$ cat config.mk
export PLATFORM = sky130hd
export DESIGN_NAME = line_pixel_rasterizer_unit
export DESIGN_NICKNAME = d
export VERILOG_FILES = /design/src/rtl/lpr_pkg.sv /design/src/rtl/line_pixel_rasterizer_unit.sv
export VERILOG_INCLUDE_DIRS = /design/src /design/src/rtl
export SDC_FILE = /design/constraint.sdc
export NUM_CORES = 1
export LEC_CHECK = 0
export BUFFER_PORTS_ARGS = -buffer_cell sky130_fd_sc_hd__buf_2
export CORE_ASPECT_RATIO = 0.8
export CORE_MARGIN = 1.5
export CORE_UTILIZATION = 50
export DETAILED_ROUTE_END_ITERATION = 12
export GPL_TIMING_DRIVEN = 0
export PLACE_DENSITY = 0.68
export SLEW_MARGIN = 10
export SYNTH_ARGS = -nofsm -noshare
export SYNTH_HDL_FRONTEND = slang
export SYNTH_SLANG_ARGS = --single-unit
$ cat constraint.sdc
create_clock -name clk -period 14.9 [get_ports clk]
set_clock_uncertainty 0.1 [all_clocks]
set_input_delay 0.745 -clock clk [delete_from_list [all_inputs] [get_ports clk]]
set_output_delay 0.745 -clock clk [all_outputs]
set_load 0.02 [all_outputs]
$ cat src/rtl/line_pixel_rasterizer_unit_assert.svh
// ----------------------------------------------------------------------------
// line_pixel_rasterizer_unit_assert.svh
// Assertion macros for the line rasterizer. They expect clk and rst_n in scope.
// ----------------------------------------------------------------------------
`ifndef LINE_PIXEL_RASTERIZER_UNIT_ASSERT_SVH
`define LINE_PIXEL_RASTERIZER_UNIT_ASSERT_SVH

// The consequent must hold in the same cycle as the antecedent.
`define LPR_ASSERT_NOW(label, ante, cons, msg) \
  label: assert property (@(posedge clk) disable iff (!rst_n) (ante) |-> (cons)) \
    else $error(msg);

// The consequent must hold in the cycle after the antecedent.
`define LPR_ASSERT_NEXT(label, ante, cons, msg) \
  label: assert property (@(posedge clk) disable iff (!rst_n) (ante) |=> (cons)) \
    else $error(msg);

`endif

$ cat src/rtl/lpr_pkg.sv
// ----------------------------------------------------------------------------
// lpr_pkg
// Shared widths, defaults and register indexes of the line rasterizer.
// ----------------------------------------------------------------------------
package lpr_pkg;

  localparam int COORD_W       = 6;
  localparam int SIZE_W        = 7;
  localparam int TILE_SIZE_DEF = 64;

  localparam int IN_DATA_W  = 24;
  localparam int OUT_DATA_W = 16;

  typedef enum logic [0:0] {
    REG_IMAGE_WIDTH  = 1'b0,
    REG_IMAGE_HEIGHT = 1'b1
  } lpr_reg_t;

endpackage

$ cat src/rtl/line_pixel_rasterizer_unit.sv
// ----------------------------------------------------------------------------
// line_pixel_rasterizer_unit
// Rasterizes one line per request and streams out its pixels along the major
// axis, with the final pixel marked by out_tlast.
// ----------------------------------------------------------------------------
// Channel | Direction | Contents
// in_     | slave     | tdata: start_x, start_y, end_x, end_y
// out_    | master    | tdata: pixel_x, pixel_y; tlast: final pixel
// cfg_    | slave     | index 0 image_width, index 1 image_height
//
// A line is captured in S_IDLE and set up in S_SETUP; S_RUN then emits one pixel
// per cycle while out_tready does not stall it, up to 64 pixels per line.
// A rejected line returns from S_SETUP to S_IDLE and gives no pixel.
// Each pixel costs one pass through the shared remainder add and correct unit.
// A stall on out_tready holds the sequencer; in_tready is high only when idle.
// rst_n is synchronous and restores both size registers to TILE_SIZE.
// ----------------------------------------------------------------------------
module line_pixel_rasterizer_unit
  import lpr_pkg::*;
#(
  parameter int TILE_SIZE = TILE_SIZE_DEF
) (
  input  logic                  clk,
  input  logic                  rst_n,
  // start_x [5:0], start_y [11:6], end_x [17:12], end_y [23:18]
  input  logic [IN_DATA_W-1:0]  in_tdata,
  input  logic                  in_tvalid,
  output logic                  in_tready,
  // pixel_x [5:0], pixel_y [11:6], zero [15:12]
  output logic [OUT_DATA_W-1:0] out_tdata,
  output logic                  out_tlast,
  output logic                  out_tvalid,
  input  logic                  out_tready,
  input  logic                  cfg_valid,
  output logic                  cfg_ready,
  input  lpr_reg_t              cfg_index,
  input  logic [SIZE_W-1:0]     cfg_data
);

  localparam logic [SIZE_W-1:0] TILE_LIM = SIZE_W'(TILE_SIZE);

  typedef enum logic [1:0] {
    S_IDLE,
    S_SETUP,
    S_RUN
  } state_t;

  state_t               state_r, state_nxt;
  logic [SIZE_W-1:0]    img_w_r, img_w_nxt;
  logic [SIZE_W-1:0]    img_h_r, img_h_nxt;
  logic [COORD_W-1:0]   x0_r, x0_nxt, y0_r, y0_nxt, x1_r, x1_nxt, y1_r, y1_nxt;
  logic                 steep_r, steep_nxt;
  logic                 desc_r, desc_nxt;
  logic                 neg_r, neg_nxt;
  logic [COORD_W-1:0]   ad_r, ad_nxt;
  logic [COORD_W-1:0]   adm_r, adm_nxt;
  logic [COORD_W-1:0]   min0_r, min0_nxt;
  logic [COORD_W-1:0]   i_r, i_nxt;
  logic [COORD_W-1:0]   hi_r, hi_nxt;
  logic [COORD_W-1:0]   q_r, q_nxt;
  logic [COORD_W-1:0]   rem_r, rem_nxt;
  logic                 out_valid_r, out_valid_nxt;
  logic                 out_last_r, out_last_nxt;
  logic [COORD_W-1:0]   out_px_r, out_px_nxt, out_py_r, out_py_nxt;

  // Setup arithmetic
  logic [SIZE_W-1:0]    dx, dy;
  logic [COORD_W-1:0]   adx, ady;
  logic                 steep_c, coord_ok, size_ok;
  logic [COORD_W-1:0]   maj0, maj1;

  // Shared step unit
  logic [SIZE_W-1:0]    step_sum, step_fix;
  logic                 step_wrap;
  logic [COORD_W-1:0]   minor;
  logic                 load;

  always_comb begin
    dx       = {1'b0, x1_r} - {1'b0, x0_r};
    dy       = {1'b0, y1_r} - {1'b0, y0_r};
    adx      = dx[SIZE_W-1] ? COORD_W'(-dx) : dx[COORD_W-1:0];
    ady      = dy[SIZE_W-1] ? COORD_W'(-dy) : dy[COORD_W-1:0];
    steep_c  = ady > adx;
    maj0     = steep_c ? y0_r : x0_r;
    maj1     = steep_c ? y1_r : x1_r;
    size_ok  = ({1'b0, x1_r} < img_w_r) && ({1'b0, y1_r} < img_h_r);
    coord_ok = ({1'b0, x0_r} < TILE_LIM) && ({1'b0, y0_r} < TILE_LIM) &&
               ({1'b0, x1_r} < TILE_LIM) && ({1'b0, y1_r} < TILE_LIM);
  end

  // One add and one correcting add track quotient and remainder of t*|dmin|/|dmaj|
  // as t moves by one per pixel, upward or downward.
  always_comb begin
    step_sum  = desc_r ? ({1'b0, rem_r} - {1'b0, adm_r}) : ({1'b0, rem_r} + {1'b0, adm_r});
    step_wrap = desc_r ? step_sum[SIZE_W-1] : (step_sum >= {1'b0, ad_r});
    step_fix  = desc_r ? (step_sum + {1'b0, ad_r}) : (step_sum - {1'b0, ad_r});
    // Floor of a negative quotient rounds one further down when a remainder is left.
    minor     = neg_r ? (min0_r - q_r - COORD_W'(rem_r != '0)) : (min0_r + q_r);
    load      = (state_r == S_RUN) && (!out_valid_r || out_tready);
  end

  always_comb begin
    state_nxt     = state_r;
    img_w_nxt     = img_w_r;
    img_h_nxt     = img_h_r;
    x0_nxt        = x0_r;
    y0_nxt        = y0_r;
    x1_nxt        = x1_r;
    y1_nxt        = y1_r;
    steep_nxt     = steep_r;
    desc_nxt      = desc_r;
    neg_nxt       = neg_r;
    ad_nxt        = ad_r;
    adm_nxt       = adm_r;
    min0_nxt      = min0_r;
    i_nxt         = i_r;
    hi_nxt        = hi_r;
    q_nxt         = q_r;
    rem_nxt       = rem_r;
    out_valid_nxt = out_valid_r;
    out_last_nxt  = out_last_r;
    out_px_nxt    = out_px_r;
    out_py_nxt    = out_py_r;

    if (cfg_valid) begin
      unique case (cfg_index)
        REG_IMAGE_WIDTH:  img_w_nxt = cfg_data;
        REG_IMAGE_HEIGHT: img_h_nxt = cfg_data;
        default:          img_w_nxt = img_w_r;
      endcase
    end

    if (out_valid_r && out_tready) begin
      out_valid_nxt = 1'b0;
    end

    unique case (state_r)
      S_IDLE: begin
        if (in_tvalid) begin
          x0_nxt    = in_tdata[5:0];
          y0_nxt    = in_tdata[11:6];
          x1_nxt    = in_tdata[17:12];
          y1_nxt    = in_tdata[23:18];
          state_nxt = S_SETUP;
        end
      end
      S_SETUP: begin
        steep_nxt = steep_c;
        desc_nxt  = maj1 < maj0;
        neg_nxt   = steep_c ? (x1_r < x0_r) : (y1_r < y0_r);
        ad_nxt    = steep_c ? ady : adx;
        adm_nxt   = steep_c ? adx : ady;
        min0_nxt  = steep_c ? x0_r : y0_r;
        i_nxt     = (maj1 < maj0) ? maj1 : maj0;
        hi_nxt    = (maj1 < maj0) ? maj0 : maj1;
        // Walking down the major axis starts at t = |dmaj|, where the quotient is |dmin|.
        q_nxt     = (maj1 < maj0) ? (steep_c ? adx : ady) : '0;
        rem_nxt   = '0;
        state_nxt = (size_ok && coord_ok) ? S_RUN : S_IDLE;
      end
      S_RUN: begin
        if (load) begin
          out_valid_nxt = 1'b1;
          out_last_nxt  = (i_r == hi_r);
          out_px_nxt    = steep_r ? minor : i_r;
          out_py_nxt    = steep_r ? i_r : minor;
          i_nxt         = i_r + COORD_W'(1);
          rem_nxt       = step_wrap ? step_fix[COORD_W-1:0] : step_sum[COORD_W-1:0];
          q_nxt         = step_wrap ? (desc_r ? q_r - COORD_W'(1) : q_r + COORD_W'(1)) : q_r;
          if (i_r == hi_r) begin
            state_nxt = S_IDLE;
          end
        end
      end
      default: state_nxt = S_IDLE;
    endcase
  end

  always_ff @(posedge clk) begin
    if (!rst_n) begin
      state_r     <= S_IDLE;
      img_w_r     <= TILE_LIM;
      img_h_r     <= TILE_LIM;
      out_valid_r <= 1'b0;
    end else begin
      state_r     <= state_nxt;
      img_w_r     <= img_w_nxt;
      img_h_r     <= img_h_nxt;
      out_valid_r <= out_valid_nxt;
    end
    x0_r       <= x0_nxt;
    y0_r       <= y0_nxt;
    x1_r       <= x1_nxt;
    y1_r       <= y1_nxt;
    steep_r    <= steep_nxt;
    desc_r     <= desc_nxt;
    neg_r      <= neg_nxt;
    ad_r       <= ad_nxt;
    adm_r      <= adm_nxt;
    min0_r     <= min0_nxt;
    i_r        <= i_nxt;
    hi_r       <= hi_nxt;
    q_r        <= q_nxt;
    rem_r      <= rem_nxt;
    out_last_r <= out_last_nxt;
    out_px_r   <= out_px_nxt;
    out_py_r   <= out_py_nxt;
  end

  assign in_tready  = (state_r == S_IDLE);
  assign cfg_ready  = 1'b1;
  assign out_tvalid = out_valid_r;
  assign out_tlast  = out_last_r;
  assign out_tdata  = {{(OUT_DATA_W - 2 * COORD_W){1'b0}}, out_py_r, out_px_r};

`include "line_pixel_rasterizer_unit_assert.svh"

  `LPR_ASSERT_NEXT(a_busy_after_request, in_tvalid && in_tready, !in_tready, "accepted a request while busy")
  `LPR_ASSERT_NEXT(a_idle_after_last, load && (i_r == hi_r), state_r == S_IDLE, "sequencer ran past the final pixel")
  `LPR_ASSERT_NOW(a_step_in_range, state_r == S_RUN, i_r <= hi_r, "major coordinate beyond line end")

endmodule
==> impl_metrics.py <==
metrics = {
    "synthesis": {
        "synthFlopType": "edfxtp_1",
        "synth-simple-area-share": 0.1132,
        "ys_types": 62,
        "yosysTopAreaCell": "edfxtp_1",
        "yosysSeqAreaShare": 0.3973,
        "yosysWarnings": 0,
        "avgSynthCellArea_um2": 10.06,
        "synth_top_family_by_area": "adder cells",
        "synthCells": 701,
        "ys_ff_latch": 99,
        "async_reset_ff_frac": 0,
        "netlist_area_um2": 7054,
        "synth_xor_area_frac": 0.07042,
        "synth-adder-area-share": 0.1486,
        "yosys-top-cells-area": "edfxtp_1, ha_1, xnor2_1",
        "synth_compound_area_frac": 0.1447,
        "yosys.area.top_type_share": 0.3491,
        "synthMuxAreaShare": 0.06066,
        "synth-edff-count": 82,
    },
    "timing": {
        "finalHoldViolCount": 0,
        "setup_viol": 0,
        "post-route-period-util": 0.4852,
        "rsz0062_at_grt": "false",
        "timing.fmax_mhz": 138.3,
        "holdWs_ns": 0.3668,
        "worstMarginPinSlew_ns": 1.118,
        "totalNegativeSetupSlack_ns": 0,
        "period_needed_ns": 7.229,
        "slew_violations": 0,
        "worst_slew_margin_rel": 0.2546,
    },
    "final_layout": {
        "final_cell_mix": "inv_1, edfxtp_1, ha_1, buf_2, nor2_1",
        "diodes": 0,
        "nets": 880,
        "final_common_cell": "inv_1",
        "drive_above_1_share": 0.1300,
        "postLayoutCellArea_um2": 7828,
        "area_growth_syn_to_layout_pct": 10.96,
    },
    "route": {
        "vias": 5160,
        "route.detailed.drc": 0,
        "drt_iter0_drc": 290,
        "vias_per_cell": 5.437,
        "drt-total-wl_um": 15030,
        "firstDrtPassIters": 5,
        "antenna_left": 0,
        "wl_per_cell_um": 15.84,
    },
    "placement": {
        "io_buffers": 49,
        "placed_cell_area_um2": 7536,
        "hpwl_um": 12120,
        "place_congestion": 0.8945,
    },
    "die": {
        "die_width_um": 135.8,
        "rows": 38,
        "core_um2": 13650,
        "start_util": 0.5170,
        "die_h_um": 109.2,
        "ios": 57,
        "dieArea_um2": 14830,
    },
    "grt": {
        "grt_max_degree": 29,
        "grt_first_pass_wirelength_um": 24610,
        "grt_pass1_vias": 5001,
        "track_usage": 0.2182,
        "grt_antenna_before_repair": 0,
        "overflow": 0,
    },
    "worst_hold_path": {
        "whs_endpoint": "img_h_r[5]$_SDFFE_PN0P_",
        "min-delay-start": "img_h_r[5]$_SDFFE_PN0P_",
        "hold_class": "reg -> reg",
        "whs_path_depth": 2,
    },
    "cts": {
        "cts_max_level": 3,
        "cts_tree": "built",
        "clk_root_buffer_cell": "clkbuf_16",
        "insertion_delay_ns": 0.36,
        "postCtsSetupBuffers": 0,
        "clock-sinks": 99,
        "clk_transition_reported_paths_ns": 0.07,
        "clock_path_buffers": 2,
        "hold_buffers": 0,
        "cts_resized": 0,
        "cts_buffers": 9,
    },
    "power": {
        "power_density_nw_per_um2": 214.2,
        "vdd.ir_drop.worst_v": 0.0001117,
        "power.total_mw": 1.677,
        "leakagePower_nw": 3.449,
    },
    "worst_setup_path": {
        "cp_max_fo": 10,
        "slowest_delay_ns": 0.46,
        "required_ns": 14.91,
        "arrival_ns": 7.24,
        "critPathSlowestCell": "edfxtp_1",
        "reg2reg_to": "hi_r[1]$_DFFE_PP_",
        "cp-start-kind": "flip-flop",
        "critPathKind": "reg -> reg",
        "end_kind": "flip-flop",
        "ff2ff_path_depth": 30,
        "r2r-start": "y0_r[0]$_DFFE_PP_",
        "r2r_slack_ns": 7.67,
    },
    "run_status": {
        "status": "finished clean",
    },
    "run": {
        "cap_violations": 0,
    },
}
sequential cells by signal, indices dropped and copies added, names as in the netlist, 2 cells and up:
register	cells
out_py_r	6
y0_r	6
ad_r	6
y1_r	6
img_h_r	7
hi_r	6
x0_r	6
q_r	6
img_w_r	7
x1_r	6
out_px_r	6
rem_r	6
state_r	2
i_r	6
min0_r	6
adm_r	6
kinds of logic after synthesis:
group,after synthesis
other cells,2
simple gates,162
mux,41
fa+ha+maj,79
compound gates,153
flops,99
buf+inv,110
xor+xnor,55
synthesized netlist by cell type (4+ instances only):
master / instances
xor2_1: 13
fa_1: 8
nand2_1: 41
xnor2_1: 40
o22ai_1: 9
o21a_1: 7
nor2_1: 44
dfxtp_1: 17
a21o_1: 21
inv_1: 84
nor2b_1: 12
clkbuf_1: 16
nor3_1: 5
nand2b_1: 15
a21oi_1: 36
nand4_1: 4
mux2_2: 10
a21boi_0: 11
nand3_1: 21
and2_1: 6
o21bai_1: 4
buf_4: 5
mux2i_1: 30
a211oi_1: 4
edfxtp_1: 82
a31oi_1: 6
ha_1: 71
o21ai_0: 28
worst max-delay path by stage:
stage,cells past startpoint,endpoint,slack [ns],start
3_3_place_gp,30,hi_r[1]$_DFFE_PP_,7.96,y0_r[0]$_DFFE_PP_
4_1_cts,30,hi_r[1]$_DFFE_PP_,7.69,y0_r[0]$_DFFE_PP_
5_1_grt,30,hi_r[1]$_DFFE_PP_,7.17,y0_r[0]$_DFFE_PP_
6_report,30,hi_r[1]$_DFFE_PP_,7.67,y0_r[0]$_DFFE_PP_
3_5_place_dp,30,hi_r[1]$_DFFE_PP_,7.73,y0_r[0]$_DFFE_PP_
2_1_floorplan,30,hi_r[1]$_DFFE_PP_,8.72,y0_r[0]$_DFFE_PP_
critical path: cells and delay by family (launching register included):
kind / cells / cell delay [ns]
adders and majority gates: 4 / 1.27
and+or+nand+nor: 6 / 0.83
buffers and inverters: 5 / 0.84
muxes: 2 / 0.68
DFF: 1 / 0.46
AOI/OAI and AO/OA: 13 / 2.78
layer usage:
metal,vias up,wire [um],global-route usage
met5,-,0,0
met4,0,224,0.06452
met3,14,669,0.03440
met2,126,6756,0.3593
met1,2443,7381,0.2980
li1,2577,-,-
stage by stage:
| step | std cells | setup slack (ns) | utilization |
|---|---|---|---|
| floorplan | 704 | 8.724 | - |
| global placement | 933 | 7.958 | 0.5523 |
| detailed placement | 933 | 7.734 | 0.5523 |
| CTS | 949 | 7.693 | 0.5736 |
| global route | 949 | 7.168 | 0.5736 |
| finish | 949 | 7.671 | 0.5736 |
report_power, final:
group          switching [mW]  internal (mW)  total (mW)  leakage, nW
clock network           0.112          0.118       0.230        0.147
registers              0.0371          0.398       0.435        0.909
logic                   0.575          0.437        1.01         2.39
total                   0.724          0.953        1.68         3.45
area by class of cell:
cell class / count / area, um2
flip-flops and latches: 99 / 2803
well taps: 180 / 225.2
plain buffers: 25 / 130.1
inverters: 85 / 321.6
repair buffers: 49 / 245.2
clock inverters: 7 / 66.31
clock buffers: 9 / 225.2
multi-input cells: 495 / 3811
fillers: 1179 / 5818
(Power assumes the default switching activity.)
